## src/hdl/olid_pkg.sv

```systemverilog
package olid_pkg;

   // Default number of list entries.
   localparam int DEPTH_DEFAULT = 128;

   // Operation codes carried in the opcode field.
   localparam logic [1:0] OP_INSERT = 2'd0;
   localparam logic [1:0] OP_DELETE = 2'd1;
   localparam logic [1:0] OP_LOCATE = 2'd2;
   // Spare code: leaves the list alone and reports the length.
   localparam logic [1:0] OP_NOP    = 2'd3;

   // Result status codes.
   localparam logic [1:0] ST_OK        = 2'd0;
   localparam logic [1:0] ST_BAD_POS   = 2'd1;
   localparam logic [1:0] ST_FULL      = 2'd2;
   localparam logic [1:0] ST_NOT_FOUND = 2'd3;

   // One operation as it arrives on the request channel.
   typedef struct packed {
      logic [1:0] opcode;
      logic [7:0] position;
      logic [7:0] value;
   } req_type;

   // One result as it leaves on the response channel.
   typedef struct packed {
      logic [1:0] status;
      logic [7:0] removed_value;
      logic [7:0] found_position;
      logic [7:0] list_length;
   } rsp_type;

   // Controller states.
   typedef enum logic [3:0] {
      S_IDLE,
      S_DECODE,
      S_INS_TEST,
      S_INS_RD,
      S_INS_WR,
      S_INS_PUT,
      S_DEL_TAKE,
      S_DEL_KEEP,
      S_DEL_TEST,
      S_DEL_RD,
      S_DEL_WR,
      S_DEL_END,
      S_LOC_RD,
      S_LOC_CMP,
      S_FINISH
   } state_type;

   // Datapath commands issued by the controller.
   typedef enum logic [3:0] {
      CMD_NONE,
      CMD_ACCEPT,
      CMD_DECODE,
      CMD_READ_IDX,
      CMD_READ_PREV,
      CMD_READ_NEXT,
      CMD_SHIFT_UP,
      CMD_SHIFT_DOWN,
      CMD_PUT,
      CMD_KEEP,
      CMD_DROP,
      CMD_COMPARE,
      CMD_EMIT
   } cmd_type;

   // Controller to datapath.
   typedef struct packed {
      cmd_type cmd;
      logic    req_open;
   } ctl_type;

   // Datapath to controller.
   typedef struct packed {
      logic ins_go;
      logic del_go;
      logic loc_go;
      logic ins_more;
      logic del_more;
      logic loc_hit;
      logic loc_last;
      logic rsp_free;
   } sts_type;

endpackage

```

## src/hdl/olid_ram.sv

```systemverilog
module olid_ram import olid_pkg::*; #(
   parameter int WIDTH = 8,
   parameter int DEPTH = DEPTH_DEFAULT
) (
   input  logic                     clock,
   input  logic                     wr_en,
   input  logic [$clog2(DEPTH)-1:0] wr_addr,
   input  logic [WIDTH-1:0]         wr_data,
   input  logic [$clog2(DEPTH)-1:0] rd_addr,
   output logic [WIDTH-1:0]         rd_data
);

   logic [WIDTH-1:0] mem_ff [DEPTH];
   logic [WIDTH-1:0] rd_data_ff;

   // One write port and one read port with registered read data.
   always_ff @(posedge clock) begin
      if (wr_en) begin
         mem_ff[wr_addr] <= wr_data;
      end
      rd_data_ff <= mem_ff[rd_addr];
   end

   assign rd_data = rd_data_ff;

endmodule

```

## src/hdl/olid_ctrl.sv

```systemverilog
module olid_ctrl import olid_pkg::*; (
   input  logic    clock,
   input  logic    reset,
   input  logic    req_valid,
   input  sts_type sts,
   output ctl_type ctl
);

   state_type state_ff;
   state_type state_in;

   // Next state.
   always_comb begin
      state_in = state_ff;
      unique case (state_ff)
         S_IDLE: begin
            if (req_valid) begin
               state_in = S_DECODE;
            end
         end
         S_DECODE: begin
            if (sts.ins_go) begin
               state_in = S_INS_TEST;
            end else if (sts.del_go) begin
               state_in = S_DEL_TAKE;
            end else if (sts.loc_go) begin
               state_in = S_LOC_RD;
            end else begin
               state_in = S_FINISH;
            end
         end
         S_INS_TEST: begin
            state_in = sts.ins_more ? S_INS_RD : S_INS_PUT;
         end
         S_INS_RD:   state_in = S_INS_WR;
         S_INS_WR:   state_in = S_INS_TEST;
         S_INS_PUT:  state_in = S_FINISH;
         S_DEL_TAKE: state_in = S_DEL_KEEP;
         S_DEL_KEEP: state_in = S_DEL_TEST;
         S_DEL_TEST: begin
            state_in = sts.del_more ? S_DEL_RD : S_DEL_END;
         end
         S_DEL_RD:   state_in = S_DEL_WR;
         S_DEL_WR:   state_in = S_DEL_TEST;
         S_DEL_END:  state_in = S_FINISH;
         S_LOC_RD:   state_in = S_LOC_CMP;
         S_LOC_CMP: begin
            if (sts.loc_hit || sts.loc_last) begin
               state_in = S_FINISH;
            end else begin
               state_in = S_LOC_RD;
            end
         end
         S_FINISH: begin
            if (sts.rsp_free) begin
               state_in = S_IDLE;
            end
         end
         default: state_in = S_IDLE;
      endcase
   end

   // Commands for each state.
   always_comb begin
      ctl.cmd      = CMD_NONE;
      ctl.req_open = 1'b0;
      unique case (state_ff)
         S_IDLE: begin
            ctl.req_open = 1'b1;
            if (req_valid) begin
               ctl.cmd = CMD_ACCEPT;
            end
         end
         S_DECODE:   ctl.cmd = CMD_DECODE;
         S_INS_TEST: ctl.cmd = CMD_NONE;
         S_INS_RD:   ctl.cmd = CMD_READ_PREV;
         S_INS_WR:   ctl.cmd = CMD_SHIFT_UP;
         S_INS_PUT:  ctl.cmd = CMD_PUT;
         S_DEL_TAKE: ctl.cmd = CMD_READ_IDX;
         S_DEL_KEEP: ctl.cmd = CMD_KEEP;
         S_DEL_TEST: ctl.cmd = CMD_NONE;
         S_DEL_RD:   ctl.cmd = CMD_READ_NEXT;
         S_DEL_WR:   ctl.cmd = CMD_SHIFT_DOWN;
         S_DEL_END:  ctl.cmd = CMD_DROP;
         S_LOC_RD:   ctl.cmd = CMD_READ_IDX;
         S_LOC_CMP:  ctl.cmd = CMD_COMPARE;
         S_FINISH: begin
            if (sts.rsp_free) begin
               ctl.cmd = CMD_EMIT;
            end
         end
         default: ctl.cmd = CMD_NONE;
      endcase
   end

   // State register.
   always_ff @(posedge clock) begin
      if (reset) begin
         state_ff <= S_IDLE;
      end else begin
         state_ff <= state_in;
      end
   end

endmodule

```

## src/hdl/olid_dpath.sv

```systemverilog
module olid_dpath import olid_pkg::*; #(
   parameter int DEPTH = DEPTH_DEFAULT
) (
   input  logic    clock,
   input  logic    reset,
   input  ctl_type ctl,
   output sts_type sts,
   input  req_type req_data,
   output logic    rsp_valid,
   input  logic    rsp_stall,
   output rsp_type rsp_data
);

   localparam int ADDR_W = $clog2(DEPTH);
   localparam int CNT_W  = $clog2(DEPTH + 1);
   localparam int CMP_W  = ((CNT_W > 8) ? CNT_W : 8) + 1;

   // Operation held for the whole of its run.
   logic [1:0]       op_ff,      op_in;
   logic [7:0]       pos_ff,     pos_in;
   logic [7:0]       val_ff,     val_in;
   // List length and the walking entry index.
   logic [CNT_W-1:0] cnt_ff,     cnt_in;
   logic [CNT_W-1:0] idx_ff,     idx_in;
   // Result being built.
   logic [1:0]       status_ff,  status_in;
   logic [7:0]       removed_ff, removed_in;
   logic [CNT_W-1:0] found_ff,   found_in;
   // Output register.
   rsp_type          rsp_ff,     rsp_in;
   logic             rsp_valid_ff, rsp_valid_in;

   logic              ram_we;
   logic [ADDR_W-1:0] ram_wa;
   logic [7:0]        ram_wd;
   logic [ADDR_W-1:0] ram_ra;
   logic [7:0]        ram_rd;

   logic [CMP_W-1:0] pos_w;
   logic [CMP_W-1:0] cnt_w;
   logic [CMP_W-1:0] idx_w;
   logic [CMP_W-1:0] pos_m1;
   logic [CNT_W-1:0] idx_prev;
   logic [CNT_W-1:0] idx_next;
   logic [CMP_W-1:0] found_w;
   logic             ins_bad;
   logic             ins_full;
   logic             del_bad;

   olid_ram #(
      .WIDTH (8),
      .DEPTH (DEPTH)
   ) u_ram (
      .clock   (clock),
      .wr_en   (ram_we),
      .wr_addr (ram_wa),
      .wr_data (ram_wd),
      .rd_addr (ram_ra),
      .rd_data (ram_rd)
   );

   // Widened copies so that position and length compare without overflow.
   assign pos_w    = CMP_W'(pos_ff);
   assign cnt_w    = CMP_W'(cnt_ff);
   assign idx_w    = CMP_W'(idx_ff);
   assign pos_m1   = pos_w - CMP_W'(1);
   assign idx_prev = idx_ff - CNT_W'(1);
   assign idx_next = idx_ff + CNT_W'(1);
   assign found_w  = CMP_W'(found_ff);

   // Position checks for the held operation.
   assign ins_bad  = (pos_ff == 8'd0) || (pos_w > (cnt_w + CMP_W'(1)));
   assign ins_full = (cnt_w >= CMP_W'(DEPTH));
   assign del_bad  = (pos_ff == 8'd0) || (pos_w > cnt_w);

   // Status towards the controller.
   always_comb begin
      sts.ins_go   = (op_ff == OP_INSERT) && !ins_bad && !ins_full;
      sts.del_go   = (op_ff == OP_DELETE) && !del_bad;
      sts.loc_go   = (op_ff == OP_LOCATE) && (cnt_ff != '0);
      sts.ins_more = (idx_w >= pos_w);
      sts.del_more = (CMP_W'(idx_next) < cnt_w);
      sts.loc_hit  = (ram_rd == val_ff);
      sts.loc_last = (CMP_W'(idx_next) >= cnt_w);
      sts.rsp_free = !rsp_valid_ff || !rsp_stall;
   end

   // Command decode: register updates and memory accesses.
   always_comb begin
      op_in        = op_ff;
      pos_in       = pos_ff;
      val_in       = val_ff;
      cnt_in       = cnt_ff;
      idx_in       = idx_ff;
      status_in    = status_ff;
      removed_in   = removed_ff;
      found_in     = found_ff;
      rsp_in       = rsp_ff;
      rsp_valid_in = rsp_valid_ff && rsp_stall;
      ram_we       = 1'b0;
      ram_wa       = idx_ff[ADDR_W-1:0];
      ram_wd       = ram_rd;
      ram_ra       = idx_ff[ADDR_W-1:0];
      unique case (ctl.cmd)
         CMD_NONE: begin
         end
         CMD_ACCEPT: begin
            op_in      = req_data.opcode;
            pos_in     = req_data.position;
            val_in     = req_data.value;
            status_in  = ST_OK;
            removed_in = 8'd0;
            found_in   = '0;
         end
         CMD_DECODE: begin
            case (op_ff)
               OP_INSERT: begin
                  if (ins_bad) begin
                     status_in = ST_BAD_POS;
                  end else if (ins_full) begin
                     status_in = ST_FULL;
                  end else begin
                     idx_in = cnt_ff;
                  end
               end
               OP_DELETE: begin
                  if (del_bad) begin
                     status_in = ST_BAD_POS;
                  end else begin
                     idx_in = pos_m1[CNT_W-1:0];
                  end
               end
               OP_LOCATE: begin
                  status_in = ST_NOT_FOUND;
                  idx_in    = '0;
               end
               default: begin
               end
            endcase
         end
         CMD_READ_IDX: begin
            ram_ra = idx_ff[ADDR_W-1:0];
         end
         CMD_READ_PREV: begin
            ram_ra = idx_prev[ADDR_W-1:0];
         end
         CMD_READ_NEXT: begin
            ram_ra = idx_next[ADDR_W-1:0];
         end
         CMD_SHIFT_UP: begin
            ram_we = 1'b1;
            ram_wa = idx_ff[ADDR_W-1:0];
            ram_wd = ram_rd;
            idx_in = idx_prev;
         end
         CMD_SHIFT_DOWN: begin
            ram_we = 1'b1;
            ram_wa = idx_ff[ADDR_W-1:0];
            ram_wd = ram_rd;
            idx_in = idx_next;
         end
         CMD_PUT: begin
            ram_we = 1'b1;
            ram_wa = pos_m1[ADDR_W-1:0];
            ram_wd = val_ff;
            cnt_in = cnt_ff + CNT_W'(1);
         end
         CMD_KEEP: begin
            removed_in = ram_rd;
         end
         CMD_DROP: begin
            cnt_in = cnt_ff - CNT_W'(1);
         end
         CMD_COMPARE: begin
            if (ram_rd == val_ff) begin
               found_in  = idx_next;
               status_in = ST_OK;
            end else begin
               idx_in = idx_next;
            end
         end
         CMD_EMIT: begin
            rsp_in.status         = status_ff;
            rsp_in.removed_value  = removed_ff;
            rsp_in.found_position = found_w[7:0];
            rsp_in.list_length    = cnt_w[7:0];
            rsp_valid_in          = 1'b1;
         end
         default: begin
         end
      endcase
   end

   // Control registers.
   always_ff @(posedge clock) begin
      if (reset) begin
         cnt_ff       <= '0;
         rsp_valid_ff <= 1'b0;
      end else begin
         cnt_ff       <= cnt_in;
         rsp_valid_ff <= rsp_valid_in;
      end
   end

   // Payload registers.
   always_ff @(posedge clock) begin
      op_ff      <= op_in;
      pos_ff     <= pos_in;
      val_ff     <= val_in;
      idx_ff     <= idx_in;
      status_ff  <= status_in;
      removed_ff <= removed_in;
      found_ff   <= found_in;
      rsp_ff     <= rsp_in;
   end

   assign rsp_valid = rsp_valid_ff;
   assign rsp_data  = rsp_ff;

endmodule

```

## src/hdl/ordered_list_insert_delete_top.sv

```systemverilog
// Ordered byte list with insert, delete and locate operations.
// Request channel (req_valid, req_stall, req_data): one operation per transfer,
// taken only while the block is idle; req_stall is high while an operation runs.
// Response channel (rsp_valid, rsp_stall, rsp_data): exactly one result per
// operation, held in an output register until the receiver takes it.
// Entries live in a single-port-read, single-port-write RAM with registered
// read, so every moved entry passes through a read state, a write state and a test state.
// An insert moves the entries from the given position to the end up by one, a
// delete moves the entries after the given position down by one, and a locate
// reads entries in order until a match or the last entry; a rejected or unused
// opcode, or a locate on an empty list, goes straight to the response.
// The request side opens again in the cycle in which the new response first shows valid.
// A waiting response does not block the next request; if it is still stalled
// when the next result is ready, the block holds that result and waits.
// Reset empties the list and drops any response; entry storage is not cleared.
module ordered_list_insert_delete_top import olid_pkg::*; #(
   parameter int DEPTH = DEPTH_DEFAULT
) (
   input  logic    clock,
   input  logic    reset,
   input  logic    req_valid,
   output logic    req_stall,
   input  req_type req_data,
   output logic    rsp_valid,
   input  logic    rsp_stall,
   output rsp_type rsp_data
);

   ctl_type ctl;
   sts_type sts;

   olid_ctrl u_ctrl (
      .clock     (clock),
      .reset     (reset),
      .req_valid (req_valid),
      .sts       (sts),
      .ctl       (ctl)
   );

   olid_dpath #(
      .DEPTH (DEPTH)
   ) u_dpath (
      .clock     (clock),
      .reset     (reset),
      .ctl       (ctl),
      .sts       (sts),
      .req_data  (req_data),
      .rsp_valid (rsp_valid),
      .rsp_stall (rsp_stall),
      .rsp_data  (rsp_data)
   );

   assign req_stall = !ctl.req_open;

`ifndef NO_ASSERTIONS
   // An accepted operation keeps the request side closed in the next cycle.
   assert property (@(posedge clock) disable iff (reset)
      (req_valid && !req_stall) |=> req_stall)
      else $error("request taken while an operation was still running");

   // A result is only loaded when the output register is free or being emptied.
   assert property (@(posedge clock) disable iff (reset)
      (ctl.cmd == CMD_EMIT) |-> (!rsp_valid || !rsp_stall))
      else $error("response overwritten before transfer");

   // A removed value only accompanies a successful operation.
   assert property (@(posedge clock) disable iff (reset)
      (rsp_valid && (rsp_data.removed_value != 8'd0)) |-> (rsp_data.status == ST_OK))
      else $error("removed value reported with a failing status");

   // A found position only accompanies a successful operation.
   assert property (@(posedge clock) disable iff (reset)
      (rsp_valid && (rsp_data.status == ST_NOT_FOUND)) |-> (rsp_data.found_position == 8'd0))
      else $error("found position reported on a failed search");
`endif

endmodule
```

## config.mk

```make
export PLATFORM = sky130hd
export DESIGN_NAME = ordered_list_insert_delete_top
export DESIGN_NICKNAME = d
export VERILOG_FILES = /design/src/hdl/olid_pkg.sv /design/src/hdl/olid_ram.sv /design/src/hdl/olid_ctrl.sv /design/src/hdl/olid_dpath.sv /design/src/hdl/ordered_list_insert_delete_top.sv
export SDC_FILE = /design/constraint.sdc
export NUM_CORES = 2
export LEC_CHECK = 0
export BUFFER_PORTS_ARGS = -buffer_cell sky130_fd_sc_hd__clkbuf_2
export CAP_MARGIN = 20
export CORE_UTILIZATION = 50
export DETAILED_ROUTE_END_ITERATION = 10
export PLACE_DENSITY = 0.7
export SLEW_MARGIN = 20
export SYNTH_ARGS = -nofsm -noshare
export SYNTH_HDL_FRONTEND = slang
export SYNTH_HIERARCHICAL = 1
export SYNTH_SLANG_ARGS = --single-unit
```

## constraint.sdc

```tcl
create_clock -name clock -period 4.1 [get_ports clock]
set_input_delay 0.205 -clock clock [delete_from_list [all_inputs] [get_ports clock]]
set_output_delay 0.205 -clock clock [all_outputs]
set_load 0.05 [all_outputs]
```

# Yosys cells after proc, flatten, opt, wreduce, memory -nomap -nowiden
# Memories as Yosys holds them, arrays and structs flattened. A register that Yosys moved wholly into a read port is not among the register bits.
# Cells that the tools add are included.
word_totals:
  inputBits: 22
  latch_bits: 0
  memories: 1
  out_inout_bits: 28
  regBits: 83
  mem_bits_rw: 1024
  mem_bits_ro: 0
op_classes:
  shift: 0
  n_mux: 36
  div: 0
  n_bitwise: 0
  reduce_logical: 32
  order_cmp: 6
  n_mul: 0
  eq_ne: 38
  n_addsub: 6
mem_list:
  columns: ["memory", "depth", "word_bits", "rd", "rd_ports_with_merged_regs", "wr", "line_no", "text"]
  rows:
  - ["u_dpath.u_ram.mem_ff", 128, 8, 1, 1, 1, "olid_ram.sv:13", "logic [WIDTH-1:0] mem_ff [DEPTH];"]
ops:
  columns: ["op", "n"]
  rows:
  - ["$pmux W4 S13", 1]
  - ["$eq A4 B4 Y1 const B", 12]
  - ["$mux W8", 6]
  - ["$pmux W4 S12", 1]
  - ["$pmux W8 S2", 3]
  - ["$eq A4 B3 Y1 const B", 8]
  - ["$pmux W8 S4", 1]
  - ["$pmux W8 S3", 1]
  - ["$sub A8 B1 Y8 const B", 3]
  - ["$mux W4", 5]
  - ["$add A8 B1 Y8 const B", 2]
  - ["$ge A8 B8 Y1", 2]
  - ["$mux W2", 7]
  - ["$pmux W7 S2", 1]
  - ["$eq A4 B2 Y1 const B", 3]
  - ["$pmux W2 S3", 2]
  - ["$add A8 B1 Y9 const B", 1]
  - ["$gt A8 B9 Y1", 1]
  - ["$ne A3 B3 Y1 const B", 3]
  - ["$eq A4 B1 Y1 const B", 2]
  - ["$eq A8 B8 Y1", 1]
  - ["$ge A8 B8 Y1 const B", 1]
  - ["$gt A8 B8 Y1", 1]
  - ["$logic_not A8 Y1", 1]
  - ["24 further kinds", 49]

# Depth between registers and ports, before layout
depth:
  word_depth: 9
  ltp_mapped: 17

# Hierarchy
# Netlist, hierarchy kept.
modules_own_cells:
  columns: ["module", "area_each_um2", "cells_per_inst", "seq_area_each_um2", "n_inst"]
  rows:
  - ["olid_ram", 39665.5, 1635, 30909.6, 1]
  - ["olid_dpath", 4898.4, 466, 2282.2, 1]
  - ["olid_ctrl", 493.0, 63, 80.1, 1]
  - ["ordered_list_insert_delete_top", 3.8, 1, 0.0, 1]

# Least setup slack after synthesis
# No wires, ideal clock.
synth_path:
  path_type: "register -> register"
  startpoint: "reg u_ctrl.state_ff[1]"
  endpoint: "reg u_dpath.u_ram.rd_data_ff[0], in the netlist u_dpath/u_ram/rd_data[0], read port of u_dpath.u_ram.mem_ff"
  stages_incl_launch_ff: 17
  slack_ps: -381
  required_ps: 3979
  arrival_ps: 4361
  setup_time_ps: 121
  path_cell_list: "dfxtp_1 buf_4 and2_4 nor2b_1 a21oi_1 o22ai_1 nor2b_1 nand2b_1 clkbuf_1 nor2_1 xor2_1 buf_1 buf_1 mux4_2 mux4_2 mux4_2 mux2_2"
synth_rtl:
  columns: ["element", "line_no", "text"]
  rows:
  - ["start: declaration", "olid_ctrl.sv:9", "state_type state_ff;"]
  - ["start signal: assignment", "olid_ctrl.sv:101", "state_ff <= state_in;"]
  - ["end: declaration", "olid_ram.sv:14", "logic [WIDTH-1:0] rd_data_ff;"]

==> reports/metrics.yaml <==
status:
  status: "completed"
placement:
  dpl_cell_area_um2: 48800
  place_inst: 3539
  place_congestion: 0.885
  hpwl_mm: 68.9
  port_buffers: 49
  preCtsSetupSlack_ns: -0.214
finish:
  nNetsFinal: 2604
  area_growth_pct: 18.1
  antenna_cells: 0
  drive_gt1_share_pct: 34.4
  finalInstanceArea_um2: 53200
  instances_no_fill: 3792
setup_path:
  crit_end: "u_dpath/u_ram/rd_data[5]$_DFF_P_"
  cp_slowest_cell: "mux4_2"
  cp.arrival_ns: 4.59
  path_buf_inv: 4
  critPathMaxFanout: 9
  reg2reg_slack_ns: 0.1
  worstSetupPathDepth: 14
  crit_path_end_kind: "flip-flop"
  critPathLaunchType: "flip-flop"
  critPathMaxStageDelay_ns: 0.57
  cp_data_required_time_ns: 4.69
  crit_chain: "and2_4 -> nor2b_4 -> a32o_1 -> nor2b_4 -> nand2b_4 -> xnor2_4 -> buf_12 -> buf_12 -> buf_4 -> buf_12 -> mux4_2 -> mux4_2 -> mux4_2 -> mux2_2"
  rr_worst_depth: 14
  crit_type: "reg2reg"
  r2r-end: "u_dpath/u_ram/rd_data[5]$_DFF_P_"
  reg2reg_from: "u_ctrl/state_ff[3]$_SDFFE_PP0P_"
  critical_path.top_delay_family: "multiplexers"
  startpoint: "u_ctrl/state_ff[3]$_SDFFE_PP0P_"
die:
  die_area_um2: 91300
  io-pin-count: 50
  die_w_um: 302
  start_util_pct: 50.8
  die_h_um: 302
  core-area_um2: 88800
  rows: 109
routing:
  vias_per_cell: 6.13
  drt_iter0_drc: 2949
  drc: 0
  route.antenna.remaining_nets: 0
  wl_per_cell_um: 28.5
  drt-total-wl_mm: 108
  num_vias: 23260
  first_pass_iters: 7
grt:
  first_global_vias: 23394
  grt_use_met2_pct: 39.4
  grt_overflow: 0
  grtUsageTotal_pct: 24.0
  grt_max_degree: 129
  busiest_layer: "met2"
  grt_pass1_wl_mm: 158
  gr-usage-met3_pct: 4.27
  grt.met1_usage_pct: 33.5
  antenna_found_initial: 1
logic_synthesis:
  avgSynthCellArea_um2: 20.8
  synthFlopType: "edfxtp_1"
  synthesis.area_um2: 45100
  ys_types: 70
  synth_commonest_cells: "1094 x edfxtp_1, 336 x mux4_2, 169 x nor2_1, 53 x clkbuf_1, 47 x nand2_1"
  ys_ff_latch: 1115
  synth_fp_nets: 2234
  ys.warnings.count: 6
  synth_cells: 2165
  synth_top_cell_by_area: "edfxtp_1"
  synthArstFlopShare_pct: 0
  synth_edf_count: 1094
  synth_top_area_share_pct: 72.9
  synth_area_leaders: "edfxtp_1 73%, mux4_2 17%, nor2_1 1.4%"
  seq_area_frac_synth_pct: 73.8
  synth.most_common_cell: "edfxtp_1"
clocking:
  cts.clk_slew.worst_paths_ns: 0.06
  clk_latency_ns: 0.70
  htree_levels: 3
  tritoncts: "built"
  root_buffer: "clkbuf_16"
  clkSinkCount: 1115
  cts_buffers: 108
  clockBufferDepth: 3
sta:
  fmax_ghz: 0.250
  fin_skew_ns: 0.0480
  worst_pin_slew_ns: 1.11
  hold_viol: 0
  finalCritPeriodShare_pct: 97.6
  post-route-min-period_ns: 4.00
  slew_headroom_pct: 26.0
  whs_ns: 0.238
  final-setup-viol-count: 0
  slew_violations: 0
  finalWorstSetupSlack_ns: 0.0989
min_path:
  holdCritPathClass: "in2reg"
power:
  ir_drop_mv: 0.517
  leakage_uw: 0.0175
  power.density_nw_per_um2: 860
  finalPower_uw: 45800
flow_run:
  maxCapViolations: 0
routing by layer:
layer	part of all wire (%)	routed length, µm
met1	40	43100
met2	49	53300
met3	8.1	8720
met4	2.6	2840
met5	0	0
area by class of cell:
type	count	area (µm²)
tap	1165	1460
sequential	1115	33300
clock inverter	72	916
fill	6100	35600
multi-input combinational	899	11300
timing repair buffer	372	3320
inverter	39	146
clock buffer	130	2850
cells in the final DEF, fill, tap and decap left out, drive strengths merged, types with 22 or more instances in the layout:
cell type / count
xnor2: 25
nor3: 23
inv: 46
nor2: 171
a21oi: 29
mux4: 336
o21ai: 22
clkbuf: 181
nand2: 47
edfxtp: 1094
clkinv: 37
ha: 46
buf: 300
nand3: 32
timing repair:
| action | CTS | global route |
|---|---|---|
| hold endpoints to repair | 26 | 0 |
| pin swaps | 1 | 2 |
| cloned | 0 | 2 |
| hold buffers | 21 | 0 |
| resized for setup | 15 | 17 |
| setup endpoints to repair | 8 | 95 |
| setup buffers | 13 | 15 |
how the worst min path moves through the flow:
stage	from	endpoint	slack, ns	cells after the start
after global routing	req_data[8]	u_dpath/pos_ff[0]$_DFFE_PP_	0.22	2
after global placement	req_data[13]	u_dpath/pos_ff[5]$_DFFE_PP_	0.39	1
final	req_data[8]	u_dpath/pos_ff[0]$_DFFE_PP_	0.24	2
after floorplan	reset	u_ctrl/state_ff[2]$_SDFFE_PP0P_	0.27	1
after CTS	req_data[7]	u_dpath/val_ff[7]$_DFFE_PP_	0.20	2
after detailed placement	req_data[14]	u_dpath/pos_ff[6]$_DFFE_PP_	0.38	1
metrics by stage:
| step | TNS [ns] | util [%] |
|---|---|---|
| 3_3_place_gp | -1.46 | 55.0 |
| 2_1_floorplan | 0 | - |
| 3_5_place_dp | -1.19 | 55.0 |
| 5_1_grt | -0.00664 | 60.0 |
| 4_1_cts | 0 | 59.7 |
| 6_report | 0 | 60.0 |
where the power goes:
| part | leakage (µW) | internal, µW | switching (µW) |
|---|---|---|---|
| Combinational | 0.00564 | 9580 | 10600 |
| Clock | 0.00182 | 6170 | 4280 |
| Sequential | 0.0100 | 14800 | 393 |
| Total | 0.0175 | 30500 | 15300 |
logic make-up after synthesis:
kind of cell             count (synthesis)  share of synthesized area, %
AND/OR/NAND/NOR                        345                          3.54
AO/OA/AOI/OAI                          108                          1.60
buffers and inverters                  151                          1.56
multiplexers                           357                          17.3
XOR/XNOR                                42                         0.833
adder cells (fa/ha/maj)                 47                          1.32
flip-flops                            1115                          73.8
registers in the layout (all words and copies together) (netlist names):
name,flops
u_dpath/u_ram/rd_data,8
u_dpath/removed_ff,8
u_ctrl/state_ff,4
u_dpath/found_ff,8
u_dpath/op_ff,2
u_dpath/status_ff,2
u_dpath/rsp_valid,1
u_dpath/idx_ff,8
u_dpath/u_ram/mem_ff,1024
u_dpath/pos_ff,8
u_dpath/rsp_data,26
u_dpath/cnt_ff,8
u_dpath/val_ff,8
Note: power is estimated with default switching activity, not from simulation.
